$ cat src/hdl/vmb_pkg.sv
package vmb_pkg;

	// configuration port
	localparam int CFG_IDX_W  = 3;
	localparam int CFG_DATA_W = 16;

	localparam logic [CFG_IDX_W-1:0] REG_GAIN           = 3'd0;
	localparam logic [CFG_IDX_W-1:0] REG_TRIGGER_LEVEL  = 3'd1;
	localparam logic [CFG_IDX_W-1:0] REG_DECAY_STEP     = 3'd2;
	localparam logic [CFG_IDX_W-1:0] REG_HOLDOFF_MS     = 3'd3;
	localparam logic [CFG_IDX_W-1:0] REG_MAX_BRIGHTNESS = 3'd4;
	localparam logic [CFG_IDX_W-1:0] REG_LED_COUNT      = 3'd5;
	localparam logic [CFG_IDX_W-1:0] REG_FIRST_CHANNEL  = 3'd6;

	// field widths
	localparam int LEVEL_W = 10;
	localparam int GAIN_W  = 12;
	localparam int TIME_W  = 32;
	localparam int HOLD_W  = 16;
	localparam int BRI_W   = 12;
	localparam int CNT_W   = 5;
	localparam int FCH_W   = 8;
	localparam int CHAN_W  = 9;

	// Q10 scaling
	localparam int FRAC_BITS = 10;
	localparam int PROD_W    = LEVEL_W + GAIN_W;
	localparam logic [LEVEL_W-1:0] LEVEL_MAX = '1;

	// register reset values
	localparam logic [GAIN_W-1:0]  GAIN_RST    = 12'd1024;
	localparam logic [LEVEL_W-1:0] TRIG_RST    = 10'd400;
	localparam logic [LEVEL_W-1:0] DECAY_RST   = 10'd30;
	localparam logic [HOLD_W-1:0]  HOLD_RST    = 16'd0;
	localparam logic [BRI_W-1:0]   MAXBRI_RST  = 12'd4095;
	localparam logic [CNT_W-1:0]   LEDCNT_RST  = 5'd16;
	localparam logic [FCH_W-1:0]   FIRSTCH_RST = 8'd0;

	// level queue between front and back
	localparam int LQ_DEPTH = 4;
	localparam int LQ_PTR_W = $clog2(LQ_DEPTH);

	// shared divider
	localparam int DIV_DW = PROD_W;
	localparam int DIV_VW = FRAC_BITS + 1;

	typedef struct packed {
		logic [GAIN_W-1:0]  gain;
		logic [LEVEL_W-1:0] trigger_level;
		logic [LEVEL_W-1:0] decay_step;
		logic [HOLD_W-1:0]  holdoff_ms;
		logic [BRI_W-1:0]   max_brightness;
		logic [CNT_W-1:0]   led_count;
		logic [FCH_W-1:0]   first_channel;
	} cfg_t;

	typedef struct packed {
		logic              start;
		logic [DIV_DW-1:0] dividend;
		logic [DIV_VW-1:0] divisor;
	} div_req_t;

	typedef struct packed {
		logic              done;
		logic [DIV_DW-1:0] quotient;
	} div_rsp_t;

	typedef enum logic [2:0] {
		BK_IDLE,
		BK_FULL,
		BK_SPAN,
		BK_QUOT,
		BK_PROD,
		BK_PART,
		BK_EMIT
	} back_state_t;

endpackage

$ cat src/hdl/vmb_front.sv
module vmb_front import vmb_pkg::*; (
	input  logic               clk,
	input  logic               arst_n,
	input  cfg_t               cfg,
	input  logic               accept,
	input  logic [LEVEL_W-1:0] level,
	input  logic [TIME_W-1:0]  now_ms,
	output logic [LEVEL_W-1:0] held_next
);

	logic [LEVEL_W-1:0]          held_q;
	logic [TIME_W-1:0]           last_trig_q;
	logic [PROD_W-1:0]           prod;
	logic [PROD_W-FRAC_BITS-1:0] scaled_wide;
	logic [LEVEL_W-1:0]          scaled;
	logic [TIME_W-1:0]           elapsed;
	logic [LEVEL_W-1:0]          decayed;
	logic                        trig;

	// gain and saturate
	assign prod        = {{GAIN_W{1'b0}}, level} * {{LEVEL_W{1'b0}}, cfg.gain};
	assign scaled_wide = prod[PROD_W-1:FRAC_BITS];
	assign scaled      = (scaled_wide > (PROD_W-FRAC_BITS)'(LEVEL_MAX)) ?
		LEVEL_MAX : scaled_wide[LEVEL_W-1:0];

	// trigger decision
	assign elapsed = now_ms - last_trig_q;
	assign trig    = (scaled >= held_q) && (scaled >= cfg.trigger_level) &&
		(elapsed > TIME_W'(cfg.holdoff_ms));
	assign decayed = (held_q >= cfg.decay_step) ? (held_q - cfg.decay_step) : '0;

	assign held_next = trig ? scaled : decayed;

	// held level and trigger time
	always_ff @(posedge clk or negedge arst_n) begin
		if (!arst_n) begin
			held_q      <= '0;
			last_trig_q <= '0;
		end else if (accept) begin
			held_q <= held_next;
			if (trig) begin
				last_trig_q <= now_ms;
			end
		end
	end

endmodule

$ cat src/hdl/vmb_fifo.sv
module vmb_fifo import vmb_pkg::*; (
	input  logic               clk,
	input  logic               arst_n,
	input  logic               wr_en,
	input  logic [LEVEL_W-1:0] wdata,
	input  logic               rd_en,
	output logic [LEVEL_W-1:0] rdata,
	output logic               full,
	output logic               empty
);

	logic [LEVEL_W-1:0]  mem_q [LQ_DEPTH];
	logic [LQ_PTR_W-1:0] wptr_q;
	logic [LQ_PTR_W-1:0] rptr_q;
	logic [LQ_PTR_W:0]   count_q;

	assign full  = (count_q == (LQ_PTR_W+1)'(LQ_DEPTH));
	assign empty = (count_q == '0);
	assign rdata = mem_q[rptr_q];

	// storage
	always_ff @(posedge clk) begin
		if (wr_en) begin
			mem_q[wptr_q] <= wdata;
		end
	end

	// pointers and fill count
	always_ff @(posedge clk or negedge arst_n) begin
		if (!arst_n) begin
			wptr_q  <= '0;
			rptr_q  <= '0;
			count_q <= '0;
		end else begin
			if (wr_en) begin
				wptr_q <= wptr_q + 1'b1;
			end
			if (rd_en) begin
				rptr_q <= rptr_q + 1'b1;
			end
			if (wr_en && !rd_en) begin
				count_q <= count_q + 1'b1;
			end else if (rd_en && !wr_en) begin
				count_q <= count_q - 1'b1;
			end
		end
	end

endmodule

$ cat src/hdl/vmb_div.sv
module vmb_div import vmb_pkg::*; (
	input  logic     clk,
	input  logic     arst_n,
	input  div_req_t req,
	output div_rsp_t rsp
);

	localparam int STEP_W = $clog2(DIV_DW + 1);

	logic [DIV_DW-1:0] quo_q;
	logic [DIV_VW-1:0] rem_q;
	logic [DIV_VW-1:0] dvs_q;
	logic [STEP_W-1:0] step_q;
	logic              busy_q;
	logic              done_q;
	logic [DIV_VW:0]   shifted;
	logic [DIV_VW:0]   diff;
	logic              ge;
	logic [DIV_VW-1:0] rem_next;

	// one restoring step per cycle
	assign shifted  = {rem_q, quo_q[DIV_DW-1]};
	assign ge       = (shifted >= {1'b0, dvs_q});
	assign diff     = shifted - {1'b0, dvs_q};
	assign rem_next = ge ? diff[DIV_VW-1:0] : shifted[DIV_VW-1:0];

	assign rsp.done     = done_q;
	assign rsp.quotient = quo_q;

	// datapath
	always_ff @(posedge clk) begin
		if (req.start) begin
			quo_q <= req.dividend;
			rem_q <= '0;
			dvs_q <= req.divisor;
		end else if (busy_q) begin
			quo_q <= {quo_q[DIV_DW-2:0], ge};
			rem_q <= rem_next;
		end
	end

	// step counter
	always_ff @(posedge clk or negedge arst_n) begin
		if (!arst_n) begin
			busy_q <= 1'b0;
			done_q <= 1'b0;
			step_q <= '0;
		end else begin
			done_q <= 1'b0;
			if (req.start) begin
				busy_q <= 1'b1;
				step_q <= STEP_W'(DIV_DW);
			end else if (busy_q) begin
				step_q <= step_q - 1'b1;
				if (step_q == STEP_W'(1)) begin
					busy_q <= 1'b0;
					done_q <= 1'b1;
				end
			end
		end
	end

endmodule

$ cat src/hdl/vmb_back.sv
module vmb_back import vmb_pkg::*; #(
	parameter int MAX_LEDS = 16
) (
	input  logic               clk,
	input  logic               arst_n,
	input  cfg_t               cfg,
	input  logic               lq_empty,
	input  logic [LEVEL_W-1:0] lq_data,
	output logic               lq_pop,
	output div_req_t           div_req,
	input  div_rsp_t           div_rsp,
	input  logic               pop,
	output logic               empty,
	output logic [CHAN_W-1:0]  channel,
	output logic [BRI_W-1:0]   brightness,
	output logic               last
);

	localparam int N_W = $clog2(MAX_LEDS + 1);

	back_state_t         state_q;
	back_state_t         state_n;
	logic [LEVEL_W-1:0]  held_q;
	logic [N_W-1:0]      n_q;
	logic [N_W-1:0]      full_q;
	logic [N_W-1:0]      idx_q;
	logic [DIV_VW-1:0]   span_q;
	logic [LEVEL_W-1:0]  rem_q;
	logic [BRI_W-1:0]    max_q;
	logic [FCH_W-1:0]    first_q;
	logic [BRI_W-1:0]    partial_q;
	logic                out_valid_q;
	logic [CHAN_W-1:0]   channel_q;
	logic [BRI_W-1:0]    bri_q;
	logic                last_q;
	logic [N_W-1:0]      n_eff;
	logic [LEVEL_W+N_W-1:0] full_prod;
	logic                out_load;
	logic                idx_last;
	logic [BRI_W-1:0]    bri_now;

	// clamp the led count to 1..MAX_LEDS
	always_comb begin
		priority if (cfg.led_count == '0) begin
			n_eff = N_W'(1);
		end else if (int'(cfg.led_count) > MAX_LEDS) begin
			n_eff = N_W'(MAX_LEDS);
		end else begin
			n_eff = N_W'(cfg.led_count);
		end
	end

	assign full_prod = {{N_W{1'b0}}, held_q} * {{LEVEL_W{1'b0}}, n_eff};
	assign idx_last  = (idx_q == n_q - N_W'(1));

	// brightness of the current led
	always_comb begin
		priority if (idx_q < full_q) begin
			bri_now = max_q;
		end else if (idx_q == full_q) begin
			bri_now = partial_q;
		end else begin
			bri_now = '0;
		end
	end

	// sequencer next state and controls
	always_comb begin
		state_n          = state_q;
		lq_pop           = 1'b0;
		out_load         = 1'b0;
		div_req.start    = 1'b0;
		div_req.dividend = '0;
		div_req.divisor  = '0;
		unique case (state_q)
			BK_IDLE: begin
				if (!lq_empty) begin
					lq_pop  = 1'b1;
					state_n = BK_FULL;
				end
			end
			BK_FULL: begin
				div_req.start    = 1'b1;
				div_req.dividend = DIV_DW'(1) << FRAC_BITS;
				div_req.divisor  = DIV_VW'(n_eff);
				state_n          = BK_SPAN;
			end
			BK_SPAN: begin
				if (div_rsp.done) begin
					div_req.start    = 1'b1;
					div_req.dividend = DIV_DW'(full_q) << FRAC_BITS;
					div_req.divisor  = DIV_VW'(n_q);
					state_n          = BK_QUOT;
				end
			end
			BK_QUOT: begin
				if (div_rsp.done) begin
					state_n = BK_PROD;
				end
			end
			BK_PROD: begin
				div_req.start    = 1'b1;
				div_req.dividend = {{BRI_W{1'b0}}, rem_q} * {{LEVEL_W{1'b0}}, max_q};
				div_req.divisor  = span_q;
				state_n          = BK_PART;
			end
			BK_PART: begin
				if (div_rsp.done) begin
					state_n = BK_EMIT;
				end
			end
			BK_EMIT: begin
				if (!out_valid_q || pop) begin
					out_load = 1'b1;
					if (idx_last) begin
						state_n = BK_IDLE;
					end
				end
			end
			default: begin
				state_n = BK_IDLE;
			end
		endcase
	end

	// state register
	always_ff @(posedge clk or negedge arst_n) begin
		if (!arst_n) begin
			state_q <= BK_IDLE;
		end else begin
			state_q <= state_n;
		end
	end

	// per-sample working registers
	always_ff @(posedge clk) begin
		if (lq_pop) begin
			held_q <= lq_data;
		end
		if (state_q == BK_FULL) begin
			n_q     <= n_eff;
			full_q  <= full_prod[FRAC_BITS +: N_W];
			max_q   <= cfg.max_brightness;
			first_q <= cfg.first_channel;
		end
		if (state_q == BK_SPAN && div_rsp.done) begin
			span_q <= div_rsp.quotient[DIV_VW-1:0];
		end
		if (state_q == BK_QUOT && div_rsp.done) begin
			rem_q <= held_q - div_rsp.quotient[LEVEL_W-1:0];
		end
		if (state_q == BK_PART && div_rsp.done) begin
			partial_q <= (div_rsp.quotient > DIV_DW'(max_q)) ?
				max_q : div_rsp.quotient[BRI_W-1:0];
			idx_q     <= '0;
		end else if (out_load) begin
			idx_q <= idx_q + N_W'(1);
		end
	end

	// output item register
	always_ff @(posedge clk) begin
		if (out_load) begin
			channel_q <= CHAN_W'(first_q) + CHAN_W'(idx_q);
			bri_q     <= bri_now;
			last_q    <= idx_last;
		end
	end

	always_ff @(posedge clk or negedge arst_n) begin
		if (!arst_n) begin
			out_valid_q <= 1'b0;
		end else if (out_load) begin
			out_valid_q <= 1'b1;
		end else if (pop) begin
			out_valid_q <= 1'b0;
		end
	end

	assign empty      = !out_valid_q;
	assign channel    = channel_q;
	assign brightness = bri_q;
	assign last       = last_q;

endmodule

$ cat src/hdl/vu_meter_bar_graph.sv
// LED bar-graph VU meter. Each pushed item (a 10-bit level and a millisecond
// timestamp) updates the held level at once in the front end: gain in Q10,
// saturation at 1023, trigger with hold-off, otherwise linear decay. The held
// level then waits in a four-entry queue, so up to four items are taken one
// per cycle while the bar generator is busy. The bar generator turns each held
// level into one item per LED, bottom LED first, with last set on the top LED.
// It needs three divisions per item on one shared bit-serial divider of 22
// steps each, and takes no new held level before the top LED item of the
// current one is loaded. The user must write registers only while the block
// is idle, not enforced by the block; there is no clearing pass after reset.
module vu_meter_bar_graph import vmb_pkg::*; #(
	parameter int MAX_LEDS = 16
) (
	input  logic                  clk,
	input  logic                  arst_n,
	input  logic                  cfg_we,
	input  logic [CFG_IDX_W-1:0]  cfg_index,
	input  logic [CFG_DATA_W-1:0] cfg_data,
	input  logic                  push,
	output logic                  full,
	input  logic [LEVEL_W-1:0]    level,
	input  logic [TIME_W-1:0]     now_ms,
	output logic                  empty,
	input  logic                  pop,
	output logic [CHAN_W-1:0]     channel,
	output logic [BRI_W-1:0]      brightness,
	output logic                  last
);

	cfg_t               cfg_q;
	logic               accept;
	logic [LEVEL_W-1:0] held_next;
	logic               lq_full;
	logic               lq_empty;
	logic               lq_pop;
	logic [LEVEL_W-1:0] lq_data;
	div_req_t           div_req;
	div_rsp_t           div_rsp;

	// configuration registers
	always_ff @(posedge clk or negedge arst_n) begin
		if (!arst_n) begin
			cfg_q.gain           <= GAIN_RST;
			cfg_q.trigger_level  <= TRIG_RST;
			cfg_q.decay_step     <= DECAY_RST;
			cfg_q.holdoff_ms     <= HOLD_RST;
			cfg_q.max_brightness <= MAXBRI_RST;
			cfg_q.led_count      <= LEDCNT_RST;
			cfg_q.first_channel  <= FIRSTCH_RST;
		end else if (cfg_we) begin
			unique case (cfg_index)
				REG_GAIN:           cfg_q.gain           <= cfg_data[GAIN_W-1:0];
				REG_TRIGGER_LEVEL:  cfg_q.trigger_level  <= cfg_data[LEVEL_W-1:0];
				REG_DECAY_STEP:     cfg_q.decay_step     <= cfg_data[LEVEL_W-1:0];
				REG_HOLDOFF_MS:     cfg_q.holdoff_ms     <= cfg_data[HOLD_W-1:0];
				REG_MAX_BRIGHTNESS: cfg_q.max_brightness <= cfg_data[BRI_W-1:0];
				REG_LED_COUNT:      cfg_q.led_count      <= cfg_data[CNT_W-1:0];
				REG_FIRST_CHANNEL:  cfg_q.first_channel  <= cfg_data[FCH_W-1:0];
				default: begin
				end
			endcase
		end
	end

	// input side
	assign full   = lq_full;
	assign accept = push && !lq_full;

	vmb_front u_front (
		.clk       (clk),
		.arst_n    (arst_n),
		.cfg       (cfg_q),
		.accept    (accept),
		.level     (level),
		.now_ms    (now_ms),
		.held_next (held_next)
	);

	vmb_fifo u_fifo (
		.clk    (clk),
		.arst_n (arst_n),
		.wr_en  (accept),
		.wdata  (held_next),
		.rd_en  (lq_pop),
		.rdata  (lq_data),
		.full   (lq_full),
		.empty  (lq_empty)
	);

	vmb_div u_div (
		.clk    (clk),
		.arst_n (arst_n),
		.req    (div_req),
		.rsp    (div_rsp)
	);

	vmb_back #(
		.MAX_LEDS (MAX_LEDS)
	) u_back (
		.clk        (clk),
		.arst_n     (arst_n),
		.cfg        (cfg_q),
		.lq_empty   (lq_empty),
		.lq_data    (lq_data),
		.lq_pop     (lq_pop),
		.div_req    (div_req),
		.div_rsp    (div_rsp),
		.pop        (pop),
		.empty      (empty),
		.channel    (channel),
		.brightness (brightness),
		.last       (last)
	);

endmodule

$ cat config.mk
export PLATFORM = sky130hd
export DESIGN_NAME = vu_meter_bar_graph
export DESIGN_NICKNAME = d
export VERILOG_FILES = /design/src/hdl/vmb_pkg.sv /design/src/hdl/vmb_front.sv /design/src/hdl/vmb_fifo.sv /design/src/hdl/vmb_div.sv /design/src/hdl/vmb_back.sv /design/src/hdl/vu_meter_bar_graph.sv
export SDC_FILE = /design/constraint.sdc
export NUM_CORES = 1
export LEC_CHECK = 0
export BUFFER_PORTS_ARGS = -buffer_cell sky130_fd_sc_hd__buf_2
export CORE_MARGIN = 2
export CORE_UTILIZATION = 36
export DETAILED_ROUTE_END_ITERATION = 10
export SLEW_MARGIN = 20
export SYNTH_ARGS = -nofsm -noshare
export SYNTH_HDL_FRONTEND = slang
export SYNTH_SLANG_ARGS = --single-unit
export TNS_END_PERCENT = 30
$ cat constraint.sdc
create_clock -name clk -period 14.8 [get_ports clk]
set_input_delay 0.74 -clock clk [delete_from_list [all_inputs] [get_ports clk]]
set_output_delay 0.74 -clock clk [all_outputs]
set_load 0.05 [all_outputs]
==> impl_metrics.csv <==
group,metric,value,unit
outcome,status,"finished, final reports clean",
floorplanning,die_x,272,um
placed_design,hpwl,47.8,mm
route,via_count,18204,
route,first_iter_violations,1057,
route,drt_first_pass_iters,6,
route,wirelength,62.0,mm
floorplanning,start_util,0.362,
placed_design,io_buffers,89,
sta,relSlewSlack,0.276,
critical_path,cp_max_fo,42,
layout,fin_util,0.399,
critical_path,r2r_slack,5.25,ns
yosys,syn-num-nets,3052,
worst_hold_path,hold_path.class,"in2async",
route,wl_per_cell,17.4,um
floorplanning,rows,98,
route,post_drt_via_cell_ratio,5.11,
floorplanning,dieHeight,272,um
global_routing,track_usage,0.170,
cts,clock_sinks,317,
yosys,syn_avg_cell_area,10.1,sq um
yosys,ys_seq_elements,317,
critical_path,worstPathRequired,15.22,ns
yosys,synth-main-ff-cell,"edfxtp_1",
placed_design,dp.cells,3494,
sta,finClkSkew,0.0169,ns
cts,clk_pin_slew,0.06,ns
power,p_leak,13.0,nW
yosys,synth-seq-area-share,0.338,
power,peakVddDrop,0.259,mV
layout,drive_above_1_share,0.105,
yosys,ys_types,82,
layout,fill_cells,6863,
cts,cts_buffers,36,
global_routing,met1_usage,0.224,
global_routing,grt_overflow,0,
route,ant_nets,0,
critical_path,worst-setup-path-type,"reg2reg",
cts,h-tree-depth,2,
placed_design,gp_congestion,0.886,
cts,cts-hold-fix-buffers,0,
yosys,synthArstFlopShare,0.420,
sta,fin_crit_sh,0.645,
global_routing,grtUsageMet2,0.295,
route,drc,0,
critical_path,critPathTopFamily,"compound AO/OA/AOI/OAI gates",
yosys,synth_warnings,0,
sta,period_minus_slack,9.55,ns
layout,layout.nets,3093,
yosys,synth_edf_count,168,
critical_path,cp.buffers_inverters,5,
floorplanning,core,71200,sq um
layout,fin_cells,3563,
power,p_per_area,211,nW/um^2
global_routing,grt_pass1_vias,19001,
cts,cts_tree,"yes",
cts,clock_path_buffers,3,
job,drv_cap,0,
floorplanning,fp.dieArea,73700,sq um
global_routing,use_met3,0.0252,
cts,post_cts_buffers,0,
sta,finalHoldViolations,0,
yosys,synth_cells,2541,
sta,setup_viol,0,
cts,cts_resized,0,
sta,setup_tns,0,ns
power,finalPower,6.01,mW
critical_path,slowest_delay,0.91,ns
cts,clkLatencyLatePin,0.55,ns
cts,cts_root_buffer,"clkbuf_16",
layout,syn2layout_area_growth,10.4,%
sta,worst_pin_slew,1.08,ns
sta,rsz0062_at_grt,"no",
floorplanning,ios,90,
sta,fmax,105,MHz
global_routing,top_usage_layer,"met2",
global_routing,grt_pass1_wl,101,mm
critical_path,arrival,9.97,ns
yosys,netlist_area,25800,sq um
critical_path,crit_path_top_delay_cell,"or3_2",
global_routing,antenna_found_initial,5,
critical_path,start_kind,"register",
critical_path,end_kind,"register",
sta,slew_viol_final,0,
global_routing,grt_max_degree,74,
final timing paths:
check,cells after the start,endpoint,start
setup / recovery,32,u_front.last_trig_q[27],cfg_q[67]
hold / removal,1,u_front.last_trig_q[22],arst_n
setup reg to reg,32,u_front.last_trig_q[27],cfg_q[67]
hold reg to reg,0,u_back.first_q[6],cfg_q[6]
max in group asynchronous,2,u_back.out_valid_q,arst_n
min in group clk,2,cfg_q[38],cfg_data[13]
flip-flops by register name, indices dropped and copies added, names as in the netlist, 8 cells and up:
signal	flops
u_fifo.mem_q	40
u_front.last_trig_q	32
u_back.first_q	8
u_div.dvs_q	11
u_front.held_q	10
u_back.channel	9
u_back.brightness	12
u_div.quo_q	22
u_back.partial_q	12
u_back.rem_q	10
u_back.span_q	11
cfg_q	73
u_back.held_q	10
u_back.max_q	12
u_div.rem_q	11
area by class of cell:
cell class	count	area, sq um	area share
Multi-Input combinational cell	1757	15300	0.539
Antenna cell	3	7.51	0.000264
Inverter	366	1370	0.0483
Timing Repair Buffer	104	564	0.0198
Clock buffer	44	962	0.0338
Clock inverter	22	309	0.0109
Sequential cell	317	8720	0.306
Tap cell	950	1190	0.0418
cell families after synthesis:
logic type / after synthesis / synth area share
and+or+nand+nor: 701 / 0.134
buffers and inverters: 467 / 0.0695
adders and majority gates: 445 / 0.270
AOI/OAI and AO/OA: 401 / 0.102
DFF: 317 / 0.338
muxes: 120 / 0.0559
xor gates and xnor gates: 90 / 0.0306
worst reg2reg max path: cells and delay by family (launching register included):
family	cells	cell delay, ns
AO/OA/AOI/OAI	13	3.43
XOR/XNOR	1	0.15
adder cells (fa/ha/maj)	7	3.11
buffers and inverters	5	0.27
flip-flops	1	0.61
multiplexers	1	0.43
AND/OR/NAND/NOR	5	1.44
metal layers:
metal	up-vias	routed length, um
met3	72	3180
met2	407	30200
met4	2	1090
met1	9057	27500
met5	-	11
li1	8666	-
per-stage QoR:
step	setup WS (ns)	cell area (sq um)	hold slack, ns
3_5_place_dp	4.89	27200	0.436
2_1_floorplan	6.49	25800	0.419
6_report	5.25	28500	0.183
3_3_place_gp	5.05	27200	0.429
4_1_cts	5.17	28400	0.180
5_1_grt	4.34	28500	0.198
where the power goes:
part | internal [mW] | leakage, nW | switching [mW] | total [mW]
Sequential | 1.32 | 3.18 | 0.100 | 1.42
Combinational | 1.46 | 9.22 | 2.17 | 3.63
Clock | 0.590 | 0.614 | 0.371 | 0.960
cell usage in the layout, fill, tap and decap left out, drive strengths merged, types with 38 or more instances in the layout:
cell	instances
dfrtp	112
clkbuf	44
buf	104
and2	154
nand2	267
inv	368
a21oi	79
xnor2	53
mux2	91
edfxtp	168
nor2	92
a21o	45
nand3	38
fa	184
o21ai	114
ha	261
synthesized netlist by cell type (22+ instances only):
master | count | share of area
clkbuf_1 | 81 | 0.012
nor2_1 | 92 | 0.013
xnor2_1 | 53 | 0.018
nand3_1 | 38 | 0.0074
dfrtp_1 | 112 | 0.11
mux2_1 | 32 | 0.014
and2_1 | 154 | 0.037
inv_1 | 365 | 0.053
edfxtp_1 | 168 | 0.20
a21o_1 | 45 | 0.013
mux2_2 | 59 | 0.026
nand2_1 | 267 | 0.039
xor2_1 | 37 | 0.013
a21oi_1 | 78 | 0.015
ha_1 | 261 | 0.13
nand4_1 | 22 | 0.0053
nor3_1 | 27 | 0.0052
o21ai_0 | 104 | 0.020
fa_1 | 184 | 0.14
Note: power is estimated with default switching activity, not from simulation.
